<file path="src/hw/rtl/lrb_pkg.sv">
// Shared types and constants for the Bresenham line rasterizer.
// No dependencies; every other file of the block depends on this package.
`default_nettype none

package lrb_pkg;

    // Default coordinate width within a tile (legal range 2 to 6).
    localparam int COORD_BITS_DEF = 6;

    // Width of a packed RGB888 color.
    localparam int COLOR_W = 24;

    // Sequencer states of the top level.
    typedef enum logic [1:0] {
        ST_IDLE,
        ST_LOAD,
        ST_RUN
    } t_state;

    // Control from the sequencer to the stepping unit.
    typedef struct packed {
        logic load;
        logic run;
    } t_step_ctl;

endpackage

`default_nettype wire

</file>
<file path="src/hw/rtl/lrb_if.sv">
// Valid/ready channel interfaces of the line rasterizer: commands, pixels, color.
// Depends on lrb_pkg for default widths.
`default_nettype none

// Line command channel: two endpoints per request.
interface lrb_cmd_if #(
    parameter int COORD_BITS = lrb_pkg::COORD_BITS_DEF
) ();
    logic                  valid;
    logic                  ready;
    logic [COORD_BITS-1:0] start_x;
    logic [COORD_BITS-1:0] start_y;
    logic [COORD_BITS-1:0] end_x;
    logic [COORD_BITS-1:0] end_y;

    modport source (output valid, start_x, start_y, end_x, end_y, input ready);
    modport sink   (input valid, start_x, start_y, end_x, end_y, output ready);
endinterface

// Pixel channel: one pixel per request.
interface lrb_pix_if #(
    parameter int COORD_BITS = lrb_pkg::COORD_BITS_DEF
) ();
    logic                        valid;
    logic                        ready;
    logic [COORD_BITS-1:0]       pixel_x;
    logic [COORD_BITS-1:0]       pixel_y;
    logic [lrb_pkg::COLOR_W-1:0] pixel_color;
    logic                        last_pixel;

    modport source (output valid, pixel_x, pixel_y, pixel_color, last_pixel, input ready);
    modport sink   (input valid, pixel_x, pixel_y, pixel_color, last_pixel, output ready);
endinterface

// Color register write channel.
interface lrb_cfg_if ();
    logic                        valid;
    logic                        ready;
    logic [lrb_pkg::COLOR_W-1:0] line_color;

    modport source (output valid, line_color, input ready);
    modport sink   (input valid, line_color, output ready);
endinterface

`default_nettype wire

</file>
<file path="src/hw/rtl/lrb_setup.sv">
// Line setup: picks the major axis, orders the endpoints and registers the extents.
// Depends on lrb_pkg.
`default_nettype none

module lrb_setup #(
    parameter int COORD_BITS = lrb_pkg::COORD_BITS_DEF
) (
    input  wire                  i_clk,
    input  wire                  i_load,
    input  wire [COORD_BITS-1:0] i_start_x,
    input  wire [COORD_BITS-1:0] i_start_y,
    input  wire [COORD_BITS-1:0] i_end_x,
    input  wire [COORD_BITS-1:0] i_end_y,
    output logic                  o_steep,
    output logic [COORD_BITS-1:0] o_maj0,
    output logic [COORD_BITS-1:0] o_min0,
    output logic [COORD_BITS-1:0] o_maj1,
    output logic [COORD_BITS-1:0] o_dx,
    output logic [COORD_BITS-1:0] o_dy,
    output logic                  o_step_neg
);
    import lrb_pkg::*;

    logic [COORD_BITS-1:0] adx, ady;
    logic                  steep;
    logic [COORD_BITS-1:0] a0, b0, a1, b1;
    logic [COORD_BITS-1:0] maj0, min0, maj1, min1;

    logic                  r_steep,    n_steep;
    logic [COORD_BITS-1:0] r_maj0,     n_maj0;
    logic [COORD_BITS-1:0] r_min0,     n_min0;
    logic [COORD_BITS-1:0] r_maj1,     n_maj1;
    logic [COORD_BITS-1:0] r_dx,       n_dx;
    logic [COORD_BITS-1:0] r_dy,       n_dy;
    logic                  r_step_neg, n_step_neg;

    // Absolute extents decide which axis is major; ties keep x as major.
    always_comb begin
        adx   = (i_start_x > i_end_x) ? (i_start_x - i_end_x) : (i_end_x - i_start_x);
        ady   = (i_start_y > i_end_y) ? (i_start_y - i_end_y) : (i_end_y - i_start_y);
        steep = (adx < ady);
        a0    = steep ? i_start_y : i_start_x;
        b0    = steep ? i_start_x : i_start_y;
        a1    = steep ? i_end_y   : i_end_x;
        b1    = steep ? i_end_x   : i_end_y;
    end

    // Order the endpoints so that the major coordinate increases.
    always_comb begin
        if (a0 > a1) begin
            maj0 = a1;
            min0 = b1;
            maj1 = a0;
            min1 = b0;
        end else begin
            maj0 = a0;
            min0 = b0;
            maj1 = a1;
            min1 = b1;
        end
        n_steep    = steep;
        n_maj0     = maj0;
        n_min0     = min0;
        n_maj1     = maj1;
        n_dx       = maj1 - maj0;
        n_dy       = (min1 > min0) ? (min1 - min0) : (min0 - min1);
        n_step_neg = !(min1 > min0);
    end

    // Geometry registers, captured when a command is accepted.
    always_ff @(posedge i_clk) begin
        if (i_load) begin
            r_steep    <= n_steep;
            r_maj0     <= n_maj0;
            r_min0     <= n_min0;
            r_maj1     <= n_maj1;
            r_dx       <= n_dx;
            r_dy       <= n_dy;
            r_step_neg <= n_step_neg;
        end
    end

    assign o_steep    = r_steep;
    assign o_maj0     = r_maj0;
    assign o_min0     = r_min0;
    assign o_maj1     = r_maj1;
    assign o_dx       = r_dx;
    assign o_dy       = r_dy;
    assign o_step_neg = r_step_neg;

endmodule

`default_nettype wire

</file>
<file path="src/hw/rtl/lrb_step.sv">
// Stepping unit: one shared error accumulator advances the line one pixel per cycle while the
// output is not stalled, and fills the pixel output register. Depends on lrb_pkg.
`default_nettype none

module lrb_step #(
    parameter int COORD_BITS = lrb_pkg::COORD_BITS_DEF
) (
    input  wire                         i_clk,
    input  wire                         i_rst_n,
    input  lrb_pkg::t_step_ctl          i_ctl,
    input  wire                         i_steep,
    input  wire  [COORD_BITS-1:0]       i_maj0,
    input  wire  [COORD_BITS-1:0]       i_min0,
    input  wire  [COORD_BITS-1:0]       i_maj1,
    input  wire  [COORD_BITS-1:0]       i_dx,
    input  wire  [COORD_BITS-1:0]       i_dy,
    input  wire                         i_step_neg,
    input  wire  [lrb_pkg::COLOR_W-1:0] i_color,
    input  wire                         i_out_ready,
    output logic                        o_out_valid,
    output logic [COORD_BITS-1:0]       o_pixel_x,
    output logic [COORD_BITS-1:0]       o_pixel_y,
    output logic [lrb_pkg::COLOR_W-1:0] o_pixel_color,
    output logic                        o_last_pixel,
    output logic                        o_done
);
    import lrb_pkg::*;

    // Error term width: holds twice the error with sign.
    localparam int EW = COORD_BITS + 3;

    logic                  r_steep;
    logic [COORD_BITS-1:0] r_major,  n_major;
    logic [COORD_BITS-1:0] r_minor,  n_minor;
    logic [COORD_BITS-1:0] r_maj1;
    logic [COORD_BITS-1:0] r_dx;
    logic [COORD_BITS-1:0] r_dy;
    logic                  r_step_neg;
    logic signed [EW-1:0]  r_eps,    n_eps;

    logic                  r_out_valid, n_out_valid;
    logic [COORD_BITS-1:0] r_out_x;
    logic [COORD_BITS-1:0] r_out_y;
    logic [COLOR_W-1:0]    r_out_color;
    logic                  r_out_last;

    logic                  emit;
    logic                  last;
    logic signed [EW-1:0]  dx_ext, dy_ext, eps_sum, eps_dbl;
    logic                  minor_move;

    // One pixel leaves the accumulator when the output register is free.
    assign emit = i_ctl.run && (!r_out_valid || i_out_ready);
    assign last = (r_major == r_maj1);

    // Error update: add the minor extent, step the minor axis when 2*eps >= dx.
    always_comb begin
        dx_ext     = $signed({{(EW - COORD_BITS){1'b0}}, r_dx});
        dy_ext     = $signed({{(EW - COORD_BITS){1'b0}}, r_dy});
        eps_sum    = r_eps + dy_ext;
        eps_dbl    = eps_sum <<< 1;
        minor_move = (eps_dbl >= dx_ext);
        n_major    = r_major + {{(COORD_BITS - 1){1'b0}}, 1'b1};
        n_minor    = r_minor;
        n_eps      = eps_sum;
        if (minor_move) begin
            n_minor = r_step_neg ? (r_minor - {{(COORD_BITS - 1){1'b0}}, 1'b1})
                                 : (r_minor + {{(COORD_BITS - 1){1'b0}}, 1'b1});
            n_eps   = eps_sum - dx_ext;
        end
    end

    // Walker registers: loaded from setup, then advanced per emitted pixel.
    always_ff @(posedge i_clk) begin
        if (i_ctl.load) begin
            r_steep    <= i_steep;
            r_major    <= i_maj0;
            r_minor    <= i_min0;
            r_maj1     <= i_maj1;
            r_dx       <= i_dx;
            r_dy       <= i_dy;
            r_step_neg <= i_step_neg;
            r_eps      <= '0;
        end else if (emit && !last) begin
            r_major <= n_major;
            r_minor <= n_minor;
            r_eps   <= n_eps;
        end
    end

    // Output register valid flag.
    always_comb begin
        n_out_valid = r_out_valid;
        if (emit) begin
            n_out_valid = 1'b1;
        end else if (i_out_ready) begin
            n_out_valid = 1'b0;
        end
    end

    always_ff @(posedge i_clk) begin
        if (!i_rst_n) begin
            r_out_valid <= 1'b0;
        end else begin
            r_out_valid <= n_out_valid;
        end
    end

    // Output payload; axes are swapped back for steep lines.
    always_ff @(posedge i_clk) begin
        if (emit) begin
            r_out_x     <= r_steep ? r_minor : r_major;
            r_out_y     <= r_steep ? r_major : r_minor;
            r_out_color <= i_color;
            r_out_last  <= last;
        end
    end

    assign o_out_valid   = r_out_valid;
    assign o_pixel_x     = r_out_x;
    assign o_pixel_y     = r_out_y;
    assign o_pixel_color = r_out_color;
    assign o_last_pixel  = r_out_last;
    assign o_done        = emit && last;

    // The walker never passes the far endpoint while a line is running.
    a_major_in_range: assert property (@(posedge i_clk) disable iff (!i_rst_n)
        i_ctl.run |-> (r_major <= r_maj1))
        else $error("major coordinate passed the line end");

    // The error term stays below half the major extent between pixels.
    a_eps_bound: assert property (@(posedge i_clk) disable iff (!i_rst_n)
        (i_ctl.run && (r_dx != '0)) |-> ((r_eps <<< 1) < dx_ext))
        else $error("error accumulator out of range");

    // A pixel taken into the output register is always presented next cycle.
    a_emit_valid: assert property (@(posedge i_clk) disable iff (!i_rst_n)
        emit |=> r_out_valid)
        else $error("emitted pixel lost");

endmodule

`default_nettype wire

</file>
<file path="src/hw/rtl/line_raster_bresenham.sv">
// Bresenham line rasterizer: one command in, one pixel request out per pixel.
// The first pixel passes the setup registers, the load state and the pixel output
// register. Throughput: one pixel per cycle from the shared error accumulator while
// the output is not stalled; a line of major extent d gives d+1 pixels.
// Reset (synchronous, active low) returns the sequencer to idle, drops any pending
// pixel and clears the line color to zero.
`default_nettype none

module line_raster_bresenham #(
    parameter int COORD_BITS = lrb_pkg::COORD_BITS_DEF
) (
    input  wire       i_clk,
    input  wire       i_rst_n,
    lrb_cmd_if.sink   i_cmd,
    lrb_cfg_if.sink   i_cfg,
    lrb_pix_if.source o_pix
);
    import lrb_pkg::*;

    t_state             r_state, n_state;
    t_step_ctl          step_ctl;
    logic               cmd_accept;
    logic [COLOR_W-1:0] r_line_color;
    logic [COLOR_W-1:0] r_color;
    logic               step_done;

    logic                  geo_steep;
    logic [COORD_BITS-1:0] geo_maj0, geo_min0, geo_maj1, geo_dx, geo_dy;
    logic                  geo_step_neg;

    // Color register; always ready for a write request.
    assign i_cfg.ready = 1'b1;

    always_ff @(posedge i_clk) begin
        if (!i_rst_n) begin
            r_line_color <= '0;
        end else if (i_cfg.valid) begin
            r_line_color <= i_cfg.line_color;
        end
    end

    // Color seen by the command is held for all of its pixels.
    always_ff @(posedge i_clk) begin
        if (cmd_accept) begin
            r_color <= r_line_color;
        end
    end

    assign i_cmd.ready = (r_state == ST_IDLE);
    assign cmd_accept  = i_cmd.valid && i_cmd.ready;

    // Sequencer state register.
    always_ff @(posedge i_clk) begin
        if (!i_rst_n) begin
            r_state <= ST_IDLE;
        end else begin
            r_state <= n_state;
        end
    end

    // Next state and stepping controls.
    always_comb begin
        n_state       = r_state;
        step_ctl.load = 1'b0;
        step_ctl.run  = 1'b0;
        case (r_state)
            ST_IDLE: begin
                if (cmd_accept) begin
                    n_state = ST_LOAD;
                end
            end
            ST_LOAD: begin
                step_ctl.load = 1'b1;
                n_state       = ST_RUN;
            end
            ST_RUN: begin
                step_ctl.run = 1'b1;
                if (step_done) begin
                    n_state = ST_IDLE;
                end
            end
            default: begin
                n_state = ST_IDLE;
            end
        endcase
    end

    lrb_setup #(
        .COORD_BITS (COORD_BITS)
    ) u_setup (
        .i_clk      (i_clk),
        .i_load     (cmd_accept),
        .i_start_x  (i_cmd.start_x),
        .i_start_y  (i_cmd.start_y),
        .i_end_x    (i_cmd.end_x),
        .i_end_y    (i_cmd.end_y),
        .o_steep    (geo_steep),
        .o_maj0     (geo_maj0),
        .o_min0     (geo_min0),
        .o_maj1     (geo_maj1),
        .o_dx       (geo_dx),
        .o_dy       (geo_dy),
        .o_step_neg (geo_step_neg)
    );

    lrb_step #(
        .COORD_BITS (COORD_BITS)
    ) u_step (
        .i_clk         (i_clk),
        .i_rst_n       (i_rst_n),
        .i_ctl         (step_ctl),
        .i_steep       (geo_steep),
        .i_maj0        (geo_maj0),
        .i_min0        (geo_min0),
        .i_maj1        (geo_maj1),
        .i_dx          (geo_dx),
        .i_dy          (geo_dy),
        .i_step_neg    (geo_step_neg),
        .i_color       (r_color),
        .i_out_ready   (o_pix.ready),
        .o_out_valid   (o_pix.valid),
        .o_pixel_x     (o_pix.pixel_x),
        .o_pixel_y     (o_pix.pixel_y),
        .o_pixel_color (o_pix.pixel_color),
        .o_last_pixel  (o_pix.last_pixel),
        .o_done        (step_done)
    );

    // An accepted command always goes through the load cycle.
    a_accept_to_load: assert property (@(posedge i_clk) disable iff (!i_rst_n)
        cmd_accept |=> (r_state == ST_LOAD))
        else $error("accepted command skipped setup");

    // The last pixel of a line returns the sequencer to idle.
    a_done_to_idle: assert property (@(posedge i_clk) disable iff (!i_rst_n)
        step_done |=> (r_state == ST_IDLE))
        else $error("sequencer did not finish after the last pixel");

    // Completion is only reported while a line is running.
    a_done_in_run: assert property (@(posedge i_clk) disable iff (!i_rst_n)
        step_done |-> (r_state == ST_RUN))
        else $error("line completion outside of run state");

endmodule

`default_nettype wire
</file>
<file path="src/flat_wrapper.sv">
// flat-port wrapper written by rule: the top's interface ports become plain ports
module line_raster_bresenham_flat import lrb_pkg::*;
#(
    parameter int COORD_BITS = lrb_pkg::COORD_BITS_DEF
)
  (i_clk, i_rst_n, i_cmd_valid, i_cmd_start_x, i_cmd_start_y, i_cmd_end_x, i_cmd_end_y, i_cmd_ready, i_cfg_valid, i_cfg_line_color, i_cfg_ready, o_pix_valid, o_pix_pixel_x, o_pix_pixel_y, o_pix_pixel_color, o_pix_last_pixel, o_pix_ready);
  lrb_cmd_if #(.COORD_BITS(COORD_BITS)) i_cmd_i ();
  lrb_cfg_if i_cfg_i ();
  lrb_pix_if #(.COORD_BITS(COORD_BITS)) o_pix_i ();
  input  wire i_clk;
  input  wire i_rst_n;
  input wire logic [$bits(i_cmd_i.valid)-1:0] i_cmd_valid;
  input wire logic [$bits(i_cmd_i.start_x)-1:0] i_cmd_start_x;
  input wire logic [$bits(i_cmd_i.start_y)-1:0] i_cmd_start_y;
  input wire logic [$bits(i_cmd_i.end_x)-1:0] i_cmd_end_x;
  input wire logic [$bits(i_cmd_i.end_y)-1:0] i_cmd_end_y;
  output wire logic [$bits(i_cmd_i.ready)-1:0] i_cmd_ready;
  input wire logic [$bits(i_cfg_i.valid)-1:0] i_cfg_valid;
  input wire logic [$bits(i_cfg_i.line_color)-1:0] i_cfg_line_color;
  output wire logic [$bits(i_cfg_i.ready)-1:0] i_cfg_ready;
  output wire logic [$bits(o_pix_i.valid)-1:0] o_pix_valid;
  output wire logic [$bits(o_pix_i.pixel_x)-1:0] o_pix_pixel_x;
  output wire logic [$bits(o_pix_i.pixel_y)-1:0] o_pix_pixel_y;
  output wire logic [$bits(o_pix_i.pixel_color)-1:0] o_pix_pixel_color;
  output wire logic [$bits(o_pix_i.last_pixel)-1:0] o_pix_last_pixel;
  input wire logic [$bits(o_pix_i.ready)-1:0] o_pix_ready;
  assign i_cmd_i.valid = i_cmd_valid;
  assign i_cmd_i.start_x = i_cmd_start_x;
  assign i_cmd_i.start_y = i_cmd_start_y;
  assign i_cmd_i.end_x = i_cmd_end_x;
  assign i_cmd_i.end_y = i_cmd_end_y;
  assign i_cmd_ready = i_cmd_i.ready;
  assign i_cfg_i.valid = i_cfg_valid;
  assign i_cfg_i.line_color = i_cfg_line_color;
  assign i_cfg_ready = i_cfg_i.ready;
  assign o_pix_valid = o_pix_i.valid;
  assign o_pix_pixel_x = o_pix_i.pixel_x;
  assign o_pix_pixel_y = o_pix_i.pixel_y;
  assign o_pix_pixel_color = o_pix_i.pixel_color;
  assign o_pix_last_pixel = o_pix_i.last_pixel;
  assign o_pix_i.ready = o_pix_ready;
  line_raster_bresenham #(.COORD_BITS(COORD_BITS)) u_core (.i_clk(i_clk), .i_rst_n(i_rst_n), .i_cmd(i_cmd_i), .i_cfg(i_cfg_i), .o_pix(o_pix_i));
endmodule
</file>
<file path="config.mk">
export PLATFORM = sky130hd
export DESIGN_NAME = line_raster_bresenham_flat
export DESIGN_NICKNAME = d
export VERILOG_FILES = /design/src/hw/rtl/lrb_pkg.sv /design/src/hw/rtl/lrb_if.sv /design/src/hw/rtl/lrb_setup.sv /design/src/hw/rtl/lrb_step.sv /design/src/hw/rtl/line_raster_bresenham.sv /design/src/flat_wrapper.sv
export SDC_FILE = /design/constraint.sdc
export NUM_CORES = 1
export LEC_CHECK = 0
export BUFFER_PORTS_ARGS = -buffer_cell sky130_fd_sc_hd__buf_2
export CAP_MARGIN = 20
export CORE_ASPECT_RATIO = 0.7
export CORE_MARGIN = 3
export CORE_UTILIZATION = 59
export CTS_BUF_LIST = sky130_fd_sc_hd__clkbuf_16
export CTS_CLUSTER_SIZE = 40
export DETAILED_ROUTE_END_ITERATION = 6
export PLACE_DENSITY_LB_ADDON = 0.25
export SLEW_MARGIN = 10
export SYNTH_ARGS = -nofsm -noshare
export SYNTH_HDL_FRONTEND = slang
export SYNTH_SLANG_ARGS = --single-unit
</file>
<file path="constraint.sdc">
create_clock -name i_clk -period 9.4 [get_ports i_clk]
set_clock_uncertainty 0.2 [all_clocks]
set_input_delay 0 -clock i_clk [delete_from_list [all_inputs] [get_ports i_clk]]
set_output_delay 0 -clock i_clk [all_outputs]
set_load 0.02 [all_outputs]
</file>
---- Word level (Yosys, flattened, before mapping) ----
Cells that the tools add are included.
storage, ports and cells
  flip-flop bits (word level) ............. 161
  input port bits ......................... 53
  output and inout port bits .............. 40
  word-level logic and storage cells ...... 87
cells by class
  $add $sub $neg .......................... 12
  magnitude comparators ................... 6
  equal/unequal tests ..................... 5
  multiplexer cells ....................... 27
  reduce and logical (&&, ||, !) cells .... 14
operators with widths
  cell                 number
  $mux 6               19
  $sub 6x6->6          7
  $gt 6x6->1           4
  $add 6x1->6 const B  2
  $add 9x7->9          1
  $ge 9x7->1           1
  $mux 9               1
  $sub 9x7->9          1
  $eq 6x6->1           1
  $lt 6x6->1           1
  $pmux 2 s3           1
  $reduce_bool 2->1    3
  $sub 6x1->6 const B  1
  $logic_and 1x1->1    4
  $mux 1               4
  $mux 2               2
  $reduce_and 2->1     2
  $logic_not 1->1      3
  $eq 2x1->1 const B   1
  $eq 2x2->1 const B   1
  $logic_not 2->1      1
  $ne 2x1->1 const B   1
  $ne 2x2->1 const B   1
  $logic_or 1x1->1     1

---- Logic depth before layout (Yosys ltp) ----
  depth in word-level cells ............... 8
  mapped depth ............................ 47
  mapped depth without buffers ............ 43

---- Hierarchy ----
From an unflattened synthesis, not the netlist that was laid out.
second synthesis, totals
  cell total of the unflattened synthesis .. 781
  area total of the unflattened synthesis .. 8,994.9 um2
modules (own cells, without submodules)
  module                 times used  cells each  area an instance (um2)  seq. area each (um2)
  lrb_step               1           273         3,701.0                 2,252.2
  lrb_setup              1           396         3,547.2                 960.9
  line_raster_bresenham  1           112         1,746.7                 1,241.2

---- Worst setup path before layout ----
Ideal clock, no wire load.
  path type ............................... in2reg
  start point ............................. input i_cmd_start_y[0]
  end point ............................... register u_core.u_setup.r_dy[5] (netlist: u_core.u_setup.o_dy[5]) (data pin)
  library setup time ...................... 0.264 ns
  data arrival time ....................... 7.913 ns
  data required time ...................... 8.936 ns
  setup slack ............................. 1.023 ns
  cell stages on the path ................. 42
  buffers on the path ..................... 5
  path through ............................ inv_1 -> ha_1 -> inv_1 -> fa_1 -> a21o_1 -> a21o_1 -> a21o_1 -> a21oi_1 -> a31oi_1 -> a211oi_1 -> a21oi_1 -> xnor2_1 -> ha_1 -> nand4_1 -> o21ai_4 -> clkbuf_1 -> buf_1 -> clkbuf_1 -> (+6 left out) -> a31oi_4 -> or2_4 -> buf_6 -> buf_2 -> a21oi_1 -> mux2i_1 -> inv_1 -> fa_1 -> a21oi_1 -> o21bai_1 -> a21o_1 -> a21oi_1 -> nor2_2 -> mux2i_1 -> a221oi_1 -> o221ai_1 -> a221oi_1 -> xnor2_1
on the way
  word-level cells in the longest chain between the ends .. 8
  elaborated cells on any way between the ends .. 16
  those cells by class .................... add/sub: 4; order compare: 4; mux: 8
RTL lines
  element                                    RTL line                          RTL
  start: declaration                         flat_wrapper.sv:14                input wire logic [$bits(i_cmd_i.start_y)-1:0] i_cmd_start_y;
  $sub 6x6->6 or $gt 6x6->1 (tied branches)  lrb_setup.sv:40                   ady = (i_start_y > i_end_y) ? (i_start_y - i_end_y) : (i_end_y - i_start_y);
  $mux 6                                     lrb_setup.sv:40
  $lt 6x6->1                                 lrb_setup.sv:41                   steep = (adx < ady);
  $mux 6 (on tied branches)                  lrb_setup.sv:42, lrb_setup.sv:44
  $gt 6x6->1                                 lrb_setup.sv:50                   if (a0 > a1) begin
  $mux 6 *                                   lrb_setup.sv:50
  via u_core.u_setup.min0[1]                 lrb_setup.sv:27                   logic [COORD_BITS-1:0] maj0, min0, maj1, min1;
  $sub 6x6->6 or $gt 6x6->1 (tied branches)  lrb_setup.sv:66                   n_dy = (min1 > min0) ? (min1 - min0) : (min0 - min1);
  $mux 6 *                                   lrb_setup.sv:66
  via u_core.u_setup.n_dy[5]                 lrb_setup.sv:34                   logic [COORD_BITS-1:0] r_dy, n_dy;
  end signal: assignment                     lrb_setup.sv:78                   r_dy <= n_dy;
  end: declaration                           lrb_setup.sv:34
The timed path passes the listed nets; every way through them passes the cells marked *.
A chain may end at the register's enable or synchronous reset.

---- Worst setup path in the final report ----
Ends and elaborated chain as after synthesis.

==> results.sh <==
export IMPL_antenna_found_initial=1
export IMPL_cts_buffers=17
export IMPL_worstPathMaxFanout=9
export IMPL_cts_sinks=160
export IMPL_path_class="input pin to flip-flop"
export IMPL_grt_pass1_wl_um=35900
export IMPL_fin_crit_sh_pct=94.1
export IMPL_grt_max_degree=41
export IMPL_antenna_cells=0
export IMPL_tritoncts="built"
export IMPL_grt_overflow_total=0
export IMPL_arrival_ps=8820
export IMPL_num_nets_final=1072
export IMPL_final_hold_violation_count=0
export IMPL_grt_use_total_pct=28.3
export IMPL_clock_latency_ps=420
export IMPL_start_util_pct=61.7
export IMPL_cp_depth=41
export IMPL_fin_ws_ps=551
export IMPL_syn_nets=895
export IMPL_htree_levels=4
export IMPL_status="complete, no violations"
export IMPL_slew_limit_headroom_pct=40.8
export IMPL_worstReg2RegStart="u_core.u_step.r_dy[0]"
export IMPL_critPathMaxStageDelay_ps=610
export IMPL_fin_crit_ps=8850
export IMPL_max_cap_violations=0
export IMPL_via_count=6713
export IMPL_postRouteWirelength_um=23500
export IMPL_yosysSeqAreaShare_pct=50.7
export IMPL_die_y_um=108
export IMPL_cts_buffer_depth=2
export IMPL_synth_seq_cells=160
export IMPL_r2r_setup_slack_ps=5750
export IMPL_drt_iter0_markers=685
export IMPL_synth_ff_type="edfxtp_1"
export IMPL_layout_cells_most_common_list="edfxtp_1 (125), buf_2 (91), dlygate4sd3_1 (75)"
export IMPL_cp_required_ps=9370
export IMPL_setup_worst_path_start="i_cmd_start_y[0]"
export IMPL_slowest_stage="o21ai_1"
export IMPL_drive_gt1_share_pct=17.4
export IMPL_row_count=36
export IMPL_first_global_vias=6672
export IMPL_synth_cell_area_um2=8780
export IMPL_crit_end="u_core.u_setup.o_dy[5]"
export IMPL_cp_start_kind="input pin"
export IMPL_dp_slack_ps=323
export IMPL_end_kind="flip-flop"
export IMPL_io_buffers=91
export IMPL_path_clk_slew_ps=70
export IMPL_viasPerCell=5.85
export IMPL_first_pass_iters=5
export IMPL_worstMarginPinSlew_ps=887
export IMPL_hp_class="input pin to flip-flop"
export IMPL_gp_congestion=0.927
export IMPL_peakVddDrop_v=0.000265
export IMPL_syn_instance_count=768
export IMPL_crit_family="compound AO/OA/AOI/OAI gates"
export IMPL_yosysWarnings=0
export IMPL_hold_path_startpoint="i_cmd_start_y[1]"
export IMPL_final_common_cell="edfxtp_1"
export IMPL_reg2reg_depth=12
export IMPL_ios=93
export IMPL_yosysUniqueCellTypes=54
export IMPL_r2r_end="u_core.u_step.r_minor[2]"
export IMPL_dieArea_um2=16400
export IMPL_detail_route_antenna_nets=0
export IMPL_wl_per_cell_um=20.5
export IMPL_drcViolationCount=0
export IMPL_finalSetupViolCount=0
export IMPL_synthArstFlopShare_pct=0
export IMPL_avgSynthCellArea_um2=11.4
export IMPL_maxSlewViolCount=0
export IMPL_clock_fmax_mhz=113
export IMPL_die_w_um=152
export IMPL_pwr_density_cell_nw_per_um2=375
export IMPL_total_power_mw=4.08
export IMPL_core_um2=14200
export IMPL_area_growth_pct=24.2
export IMPL_root_buffer="clkbuf_16"
export IMPL_synth_edf_count=125
export IMPL_p_leak_nw=4.72
export IMPL_hpwl_um=15200
export IMPL_critPathBufInv=6
cell type report:
type	count	area (um^2)
inverter	65	244
sequential	160	4450
multi-input combinational	523	4030
fill	886	3330
clock inverter	15	191
tap	190	238
timing repair buffer	178	1320
clock buffer	17	425
how the worst min path moves through the flow:
| stage | endpoint | slack, ps | cells past startpoint |
|---|---|---|---|
| floorplan | u_core.r_line_color[0] | -70 | 1 |
| global placement | u_core.r_state[0] | 40 | 2 |
| detailed placement | u_core.r_state[0] | 60 | 2 |
| CTS | u_core.u_setup.o_min0[1] | 20 | 3 |
| global route | u_core.u_setup.o_min0[1] | 40 | 3 |
| finish | u_core.u_setup.o_min0[1] | 5 | 3 |
worst min-delay path, cell delays in order:
cell,delay [ps]
buf_2,150
a21oi_1,170
mux2i_2,120
per-stage QoR:
step	hold WS, ps	TNS, ps	instances	cell area [um^2]	util [%]
after floorplan	-71.8	0	768	8780	-
after global placement	44.1	0	1031	9410	66.1
after detailed placement	55.9	0	1031	9410	66.1
after CTS	22.0	0	1137	10800	75.7
after global routing	37.4	-33.7	1148	10900	76.6
final	4.91	0	1148	10900	76.6
per-layer routing:
metal  share of wire (%)  global-route usage (%)  vias up  routed length (um)
li1                    -                       -     3109                   -
met1                  42                    37.5     3259                9880
met2                  48                    48.1      298               11300
met3                 7.4                    5.04       45                1750
met4                 2.3                    9.69        2                 541
met5               0.055                       0        -                  13
state kept, by name, indices dropped and copies added (netlist names), 2 cells and up:
name	cells
u_core.r_color	24
u_core.r_line_color	24
u_core.u_step.o_pixel_color	24
u_core.u_step.r_eps	8
u_core.u_setup.o_dx	6
u_core.u_setup.o_dy	6
u_core.u_setup.o_maj0	6
u_core.u_setup.o_maj1	6
u_core.u_setup.o_min0	6
u_core.u_step.o_pixel_x	6
u_core.u_step.o_pixel_y	6
u_core.u_step.r_dx	6
u_core.u_step.r_dy	6
u_core.u_step.r_maj1	6
u_core.u_step.r_major	6
u_core.u_step.r_minor	6
u_core.r_state	2
repair_timing:
item / 4_1_cts / 5_1_grt
gates resized for setup: 0 / 5
setup endpoints to repair: 0 / 3
hold buffers: 74 / 1
setup buffers: 0 / 6
endpoints found under the hold margin: 41 / 2
synthesized netlist by cell type (all sizes together), types with 4 or more instances:
library cell    n  share of area [%]
inv            65                2.8
o21a            6               0.51
fa              9                2.1
mux2i          60                6.8
nand2b          8               0.57
clkbuf         14               0.60
mux2           15                1.9
nor2b          31                2.2
dfxtp          35                8.0
a211oi          4               0.34
nand2          33                1.4
ha             65                9.3
o21ai          32                2.0
a21o           24                2.1
nand3           9               0.51
xor2           14                1.4
xnor2          29                2.9
edfxtp        125                 43
nand4           4               0.28
a21oi          66                3.8
and2            5               0.36
a31oi           8               0.74
buf             9               0.61
nor3           11               0.63
o21bai          8               0.68
nor2           52                2.3
cells by family after synthesis:
| logic type | synth area share, % |
|---|---|
| buf+inv | 3.99 |
| compound gates | 11.6 |
| flops | 50.7 |
| simple gates | 9.26 |
| mux | 8.76 |
| fa+ha+maj | 11.3 |
| other cells | 0.0427 |
| xor+xnor | 4.29 |
where the power goes:
part	switching, mW	leakage [nW]	internal [mW]
Clock	0.320	0.288	0.405
Sequential	0.0735	1.47	1.03
Combinational	1.32	2.96	0.943
Total	1.71	4.72	2.37
(Power assumes the default switching activity.)
